### config.mk
export PLATFORM = sky130hd
export DESIGN_NAME = signed_int_to_padded_decimal_ascii_top
export DESIGN_NICKNAME = d
export VERILOG_FILES = /design/src/rtl/sida_pkg.sv /design/src/rtl/sida_bcd_conv.sv /design/src/rtl/signed_int_to_padded_decimal_ascii_top.sv
export SDC_FILE = /design/constraint.sdc
export NUM_CORES = 1
export LEC_CHECK = 0
export BUFFER_PORTS_ARGS = -buffer_cell sky130_fd_sc_hd__buf_4
export CORE_MARGIN = 2
export CORE_UTILIZATION = 65
export DETAILED_ROUTE_END_ITERATION = 16
export PLACE_DENSITY = 0.83
export SYNTH_ARGS = -nofsm -noshare
export SYNTH_HDL_FRONTEND = slang
export SYNTH_SLANG_ARGS = --single-unit
### constraint.sdc
create_clock -name clk_i -period 6.7 [get_ports clk_i]
set_input_delay 0.67 -clock clk_i [delete_from_list [all_inputs] [get_ports clk_i]]
set_output_delay 0.67 -clock clk_i [all_outputs]
set_load 0.01 [all_outputs]
### src/rtl/sida_pkg.sv
// ----------------------------------------------------------------------------
// sida_pkg
// Widths, character codes, register indexes and state type for the
// signed integer to padded decimal text converter.
// ----------------------------------------------------------------------------
`default_nettype none

package sida_pkg;

  localparam int ValueW    = 32;
  localparam int NumDigits = 10;
  localparam int DigitW    = 4;
  localparam int CharW     = 8;
  localparam int WidthW    = 7;
  localparam int CountW    = 4;
  localparam int ShiftCntW = $clog2(ValueW);

  localparam logic [WidthW-1:0]    MaxField   = 7'd64;
  localparam logic [ShiftCntW-1:0] LastShift  = ShiftCntW'(ValueW - 1);

  localparam logic [CharW-1:0] AsciiZero  = 8'd48;
  localparam logic [CharW-1:0] AsciiMinus = 8'd45;
  localparam logic [CharW-1:0] FillReset  = 8'd32;

  // Configuration register indexes
  localparam logic CfgFieldWidth = 1'b0;
  localparam logic CfgFillChar   = 1'b1;

  typedef logic [NumDigits-1:0][DigitW-1:0] digits_t;

  typedef enum logic [1:0] {
    ST_IDLE,
    ST_CONV,
    ST_SIZE,
    ST_EMIT
  } sida_state_e;

endpackage

`default_nettype wire

### src/rtl/sida_bcd_conv.sv
// ----------------------------------------------------------------------------
// sida_bcd_conv
// Iterative binary to BCD converter: one shift-and-add-3 step per cycle,
// one step per magnitude bit.
// ----------------------------------------------------------------------------
`default_nettype none

module sida_bcd_conv (
  input  wire logic                          clk_i,
  input  wire logic                          rst_ni,
  input  wire logic                          load_i,
  input  wire logic [sida_pkg::ValueW-1:0]   mag_i,
  output logic                               done_o,
  output sida_pkg::digits_t                  digits_o
);
  import sida_pkg::*;

  localparam int BcdW = NumDigits * DigitW;

  digits_t              bcd_q, bcd_d;
  logic [ValueW-1:0]    bin_q, bin_d;
  logic [ShiftCntW-1:0] cnt_q, cnt_d;
  logic                 run_q, run_d;
  logic                 done_q, done_d;
  logic [BcdW-1:0]      adj;

  // Add 3 to every digit of five or more, then shift the whole word left
  always_comb begin
    for (int i = 0; i < NumDigits; i++) begin
      adj[i*DigitW +: DigitW] = (bcd_q[i] >= 4'd5) ? bcd_q[i] + 4'd3 : bcd_q[i];
    end
  end

  // Sequence the shifts
  always_comb begin
    bcd_d  = bcd_q;
    bin_d  = bin_q;
    cnt_d  = cnt_q;
    run_d  = run_q;
    done_d = 1'b0;
    if (load_i) begin
      bcd_d = '0;
      bin_d = mag_i;
      cnt_d = '0;
      run_d = 1'b1;
    end else if (run_q) begin
      bcd_d = digits_t'({adj[BcdW-2:0], bin_q[ValueW-1]});
      bin_d = {bin_q[ValueW-2:0], 1'b0};
      cnt_d = cnt_q + 1'b1;
      if (cnt_q == LastShift) begin
        run_d  = 1'b0;
        done_d = 1'b1;
      end
    end
  end

  always_ff @(posedge clk_i or negedge rst_ni) begin
    if (!rst_ni) begin
      cnt_q  <= '0;
      run_q  <= 1'b0;
      done_q <= 1'b0;
    end else begin
      cnt_q  <= cnt_d;
      run_q  <= run_d;
      done_q <= done_d;
    end
  end

  always_ff @(posedge clk_i) begin
    bcd_q <= bcd_d;
    bin_q <= bin_d;
  end

  assign done_o   = done_q;
  assign digits_o = bcd_q;

endmodule

`default_nettype wire

### src/rtl/signed_int_to_padded_decimal_ascii_top.sv
// First character: after 32 BCD shift steps of the shift-add-3 unit, the done
//   register, the sizing state and the output register.
// Throughput: one character per cycle while emitting, N characters per item,
//   N = max(saturated field width, sign + digits); a new item is taken in the
//   cycle that shows the last character.
// Reset: field width 0, fill character space, sequencer idle, no strobe.
// ----------------------------------------------------------------------------
// signed_int_to_padded_decimal_ascii_top
// Converts one signed value to padded decimal text, one character per strobe.
// ----------------------------------------------------------------------------
`default_nettype none

module signed_int_to_padded_decimal_ascii_top (
  input  wire logic                         clk_i,
  input  wire logic                         rst_ni,
  input  wire logic                         cfg_we_i,
  input  wire logic                         cfg_addr_i,
  input  wire logic [sida_pkg::CharW-1:0]   cfg_wdata_i,
  input  wire logic                         start_i,
  input  wire logic [sida_pkg::ValueW-1:0]  value_i,
  output logic                              busy_o,
  output logic                              valid_o,
  output logic [sida_pkg::CharW-1:0]        char_out_o,
  output logic                              last_o
);
  import sida_pkg::*;

  sida_state_e          state_q, state_d;
  logic [WidthW-1:0]    width_q;
  logic [CharW-1:0]     fill_q;
  logic                 neg_q, neg_d;
  logic [CountW-1:0]    dcount_q, dcount_d;
  logic [WidthW-1:0]    total_q, total_d;
  logic [WidthW-1:0]    k_q, k_d;
  logic                 valid_q, valid_d;
  logic                 last_q, last_d;
  logic [CharW-1:0]     char_q, char_d;

  logic                 accept;
  logic [ValueW-1:0]    mag;
  logic                 conv_done;
  digits_t              digits;
  logic [WidthW-1:0]    wsat;
  logic [WidthW-1:0]    body;
  logic [WidthW-1:0]    fill_lim;
  logic [WidthW-1:0]    rev_idx;
  logic [DigitW-1:0]    cur_digit;

  assign accept = start_i && (state_q == ST_IDLE);
  assign mag    = value_i[ValueW-1] ? (~value_i + 1'b1) : value_i;

  sida_bcd_conv u_conv (
    .clk_i    (clk_i),
    .rst_ni   (rst_ni),
    .load_i   (accept),
    .mag_i    (mag),
    .done_o   (conv_done),
    .digits_o (digits)
  );

  // Configuration registers
  always_ff @(posedge clk_i or negedge rst_ni) begin
    if (!rst_ni) begin
      width_q <= '0;
      fill_q  <= FillReset;
    end else if (cfg_we_i) begin
      case (cfg_addr_i)
        CfgFieldWidth: width_q <= cfg_wdata_i[WidthW-1:0];
        CfgFillChar:   fill_q  <= cfg_wdata_i;
        default: ;
      endcase
    end
  end

  // Saturate the field width and size the text
  always_comb begin
    wsat     = (width_q > MaxField) ? MaxField : width_q;
    dcount_d = CountW'(1);
    for (int i = 1; i < NumDigits; i++) begin
      if (digits[i] != '0) dcount_d = CountW'(i + 1);
    end
    body    = WidthW'(dcount_d) + WidthW'(neg_q);
    total_d = (wsat > body) ? wsat : body;
  end

  // Pick the character for the current emit position
  assign fill_lim  = total_q - WidthW'(dcount_q);
  assign rev_idx   = total_q - WidthW'(1) - k_q;
  assign cur_digit = digits[rev_idx[CountW-1:0]];

  // Sequencer: next state and emitted character
  always_comb begin
    state_d = state_q;
    neg_d   = neg_q;
    k_d     = k_q;
    valid_d = 1'b0;
    last_d  = 1'b0;
    char_d  = char_q;
    case (state_q)
      ST_IDLE: begin
        if (accept) begin
          neg_d   = value_i[ValueW-1];
          state_d = ST_CONV;
        end
      end
      ST_CONV: begin
        if (conv_done) state_d = ST_SIZE;
      end
      ST_SIZE: begin
        k_d     = '0;
        state_d = ST_EMIT;
      end
      ST_EMIT: begin
        valid_d = 1'b1;
        last_d  = (k_q == total_q - WidthW'(1));
        if (neg_q && (k_q == '0)) begin
          char_d = AsciiMinus;
        end else if (k_q < fill_lim) begin
          char_d = fill_q;
        end else begin
          char_d = AsciiZero + CharW'(cur_digit);
        end
        k_d = k_q + 1'b1;
        if (last_d) state_d = ST_IDLE;
      end
      default: state_d = ST_IDLE;
    endcase
  end

  always_ff @(posedge clk_i or negedge rst_ni) begin
    if (!rst_ni) begin
      state_q <= ST_IDLE;
      neg_q   <= 1'b0;
      k_q     <= '0;
      valid_q <= 1'b0;
      last_q  <= 1'b0;
    end else begin
      state_q <= state_d;
      neg_q   <= neg_d;
      k_q     <= k_d;
      valid_q <= valid_d;
      last_q  <= last_d;
    end
  end

  // Hold size and output character
  always_ff @(posedge clk_i) begin
    char_q <= char_d;
    if (state_q == ST_SIZE) begin
      dcount_q <= dcount_d;
      total_q  <= total_d;
    end
  end

  assign busy_o     = (state_q != ST_IDLE);
  assign valid_o    = valid_q;
  assign char_out_o = char_q;
  assign last_o     = last_q;

endmodule

`default_nettype wire

==> impl_results.md <==
* Postcts setup bufs at 0
* Rel. slew slack at 34.0%
* Switch share at 39.4%
* # Max-Cap Violations at 0
* Final setup violation count at 0
* Period minus WS final at 3.90 ns
* Syn Nets at 888
* Total track usage at 27.4%
* Cts repair resizes at 0
* # fillers at 751
* Setup Crit Path Kind: register to register
* Synth area leader: edfxtp_1
* Routability Congestion at 0.968
* Yosys top cell area share at 20.4%
* CTS Buf Count at 17
* Post-synthesis compound-gate area fraction at 12.6%
* Die width at 112 um
* #FFs+latches synth at 125
* Library cells used by synthesis at 54
* Cells after Synth at 790
* CTS H-Tree Depth at 4
* Slew @ Worst Pin at 0.987 ns
* IR drop worst, VDD at 0.445 mV
* Final Hold Fails at 0
* Fin crit share at 58.2%
* CTS tree: built
* Hpwl dp at 11500 um
* Worst path required time at 6.84 ns
* Layout Nets at 937
* Worst setup margin at 2.80 ns
* Outcome: completed
* CP most frequent cell: nand2_1
* Internal cell power at 0.00268 W
* Diode count at 0
* Clock group share of total power at 22.2%
* Main combinational cell family by area after synthesis: simple AND/OR/NAND/NOR gates
* CP Launch Type: register
* Clk slew on worst S/H paths at 0.06 ns
* Die height at 112 um
* Post-DRT Antenna Nets at 0
* Pwr per Cell Area at 510 nW/um^2
* Dpl ws at 3.00 ns
* Critical Path AT at 4.05 ns
* Switch Pwr at 0.00174 W
* Share of layout cells above drive strength 1 at 14.2%
* Register area share after synthesis at 42.4%
* Unrepaired setup endpoints after global routing: false
* Num rows at 39
* Full die area at 12400 sq um
* Clock Tree Root: clkbuf_16
* Leak at 3.86 nW
* DR vias at 5919
* 1st-iter DRT viols at 485
* WL final at 16200 um
* Flop pwr share at 31.9%
* Number of synthesized flops with an enable pin at 51
* Largest net degree at the start of global routing at 68
* # DRC at 0
* Fmax at 0.256 GHz
* Initial Util at 66.1%
* Post-synthesis average cell area at 9.52 sq um
* Buf+Inv Stages, Crit Path at 1
* XOR/XNOR Fraction of Synth Area at 8.15%
* Clk buf depth at 2
* Port bufs at 55
* Yosys warns at 0
* Crit-path cells: inv_1, ha_1, nor3b_1, o41ai_1, nand2_1, nand2_1, nand2_1, nand2_1, a21oi_1, ha_1, xnor2_1, ha_1, and2_1, o311ai_0, nand3_1, o21ai_1, mux2i_1
* Slew Limit Fails at 0
* First-pass DRT Iterations at 5
* WL per Instance at 16.3 um
* Most area-consuming cells after synthesis: edfxtp_1, dfrtp_1, dfxtp_1, ha_1, xor2_1
* Setup TNS at 0 ns
* Asr flop ratio synth at 27.2%
* Area Overhead vs Synth at 15.5%
* Core ar. at 11400 sq um
* Crit-path slowest cell: nor3b_1
* Dominant synthesized flop cell: edfxtp_1
* CP top delay family: compound AO/OA/AOI/OAI gates
* Worst skew pair latency at 0.42 ns
* Vias per cell at 5.95
* Mux share of post-synthesis cell area at 8.39%
* Crit path launch: u_conv.digits_o[12]$_SDFFE_PP0P_
* Clock skew at 0.00731 ns
* CP max stage delay at 0.40 ns
* TritonCTS Sinks at 125
* Initial antenna violation count at 0
* Worst Hold Class: input port to async pin
* First-pass GRT wire length at 27500 um
* Synth Area in Simple Gates at 15.7%
* Grt ovf at 0
* Reg-to-Reg Start: u_conv.digits_o[12]$_SDFFE_PP0P_
* Combinational power share at 45.9%
* Synthesized area at 7520 sq um
* Largest fanout on the critical path at 5
* I/O Pins at 56
* Synth Area in Adders at 9.02%
* Vias in the first global route at 5923
* Hold Buf Count CTS at 0
* CP endpoint kind: register
-- sequential cells by signal, summed over array words and instances (netlist names), 4 cells and up --
register         flops
u_conv.digits_o     40
width_q              7
total_q              7
u_conv.cnt_q         5
dcount_q             4
char_out_o           8
fill_q               8
k_q                  7
u_conv.bin_q        32
-- power groups by stage --
stage | clock [W] | combinational (W) | sequential [W]
detailed placement | 0 | 0.00200 | 0.00142
floorplan | 0 | 0.00152 | 0.00135
finish | 0.000983 | 0.00203 | 0.00141
global placement | 0 | 0.00188 | 0.00140
CTS | 0.000995 | 0.00203 | 0.00141
global route | 0.00103 | 0.00228 | 0.00145
-- synthesized netlist by cell type (14+ instances only) --
cell and n:
nor2_1 60, xor2_1 45, o31ai_1 14, mux2i_1 27, clkbuf_1 27, dfxtp_1 40, nand2_1 92, o21ai_0 74
nor3_1 16, ha_1 51, inv_1 46, a21oi_1 47, nand2b_1 16, edfxtp_1 51, nand3_1 22, xnor2_1 25
mux2_2 16, dfrtp_1 33
-- final timing paths --
| path | end | slack (ns) | cells past startpoint |
|---|---|---|---|
| min in group clk_i | width_q[5]$_DFFE_PN0P_ | 0.49 | 2 |
| max in group asynchronous | fill_q[5]$_DFFE_PN1P_ | 6.16 | 1 |
| setup / recovery | total_q[2]$_DFFE_PP_ | 2.80 | 17 |
| setup reg to reg | total_q[2]$_DFFE_PP_ | 2.80 | 17 |
| hold / removal | k_q[2]$_DFFE_PN0P_ | 0.19 | 1 |
| hold reg to reg | fill_q[6]$_DFFE_PN0P_ | 0.50 | 1 |
-- placed cells by master, fill, tap and decap left out, types with 3 or more instances in the layout --
cell / instances
nand2_1: 91
o21ai_0: 74
nor2_1: 60
buf_4: 59
ha_1: 51
edfxtp_1: 51
a21oi_1: 47
inv_1: 46
xor2_1: 45
dfxtp_1: 40
dfrtp_1: 33
mux2i_1: 27
xnor2_1: 25
nand3_1: 22
clkbuf_16: 21
nand2b_1: 16
nor3_1: 16
mux2_2: 16
o31ai_1: 14
nor3b_1: 9
mux4_2: 8
a21o_1: 7
nor2b_1: 5
and2_1: 5
or4_1: 4
o41ai_1: 4
and3_1: 4
nand4_1: 3
or3_1: 3
o21ai_1: 3
o221a_2: 3
clkinv_2: 3
-- metal layers --
metal  up-vias  global-route usage (%)  part of all wire [%]
met4         0                    13.7                   3.6
met5         -                       0                     0
met2       186                    47.4                    51
met1      2816                    32.3                    41
li1       2873                       -                     -
met3        44                    6.37                   4.8
-- logic make-up after synthesis --
| kind of cell | count (synthesis) |
|---|---|
| buf+inv | 75 |
| other cells | 1 |
| fa+ha+maj | 53 |
| xor+xnor | 70 |
| simple gates | 250 |
| compound gates | 165 |
| mux | 51 |
| flops | 125 |
-- layout make-up --
cell class	instances	area [sq um]	share of cell area, %
Multi-Input combinational cell	590	4060	46.7
Sequential cell	125	3180	36.7
Clock buffer	24	557	6.41
Timing Repair Buffer	59	443	5.10
Tap cell	143	179	2.06
Inverter	46	173	1.99
Clock inverter	8	95.1	1.09
-- stage by stage --
step           instance area [sq um]  instances  power (W)  hold WS, ns  util [%]
2_1_floorplan                   7520        790    0.00287        0.374         -
3_3_place_gp                    8030        963    0.00328        0.480      70.7
3_5_place_dp                    8030        963    0.00342        0.488      70.7
4_1_cts                         8690        995    0.00443        0.196      76.4
5_1_grt                         8690        995    0.00476        0.216      76.4
6_report                        8690        995    0.00443        0.191      76.4
Power figures use the tool's default switching activity.
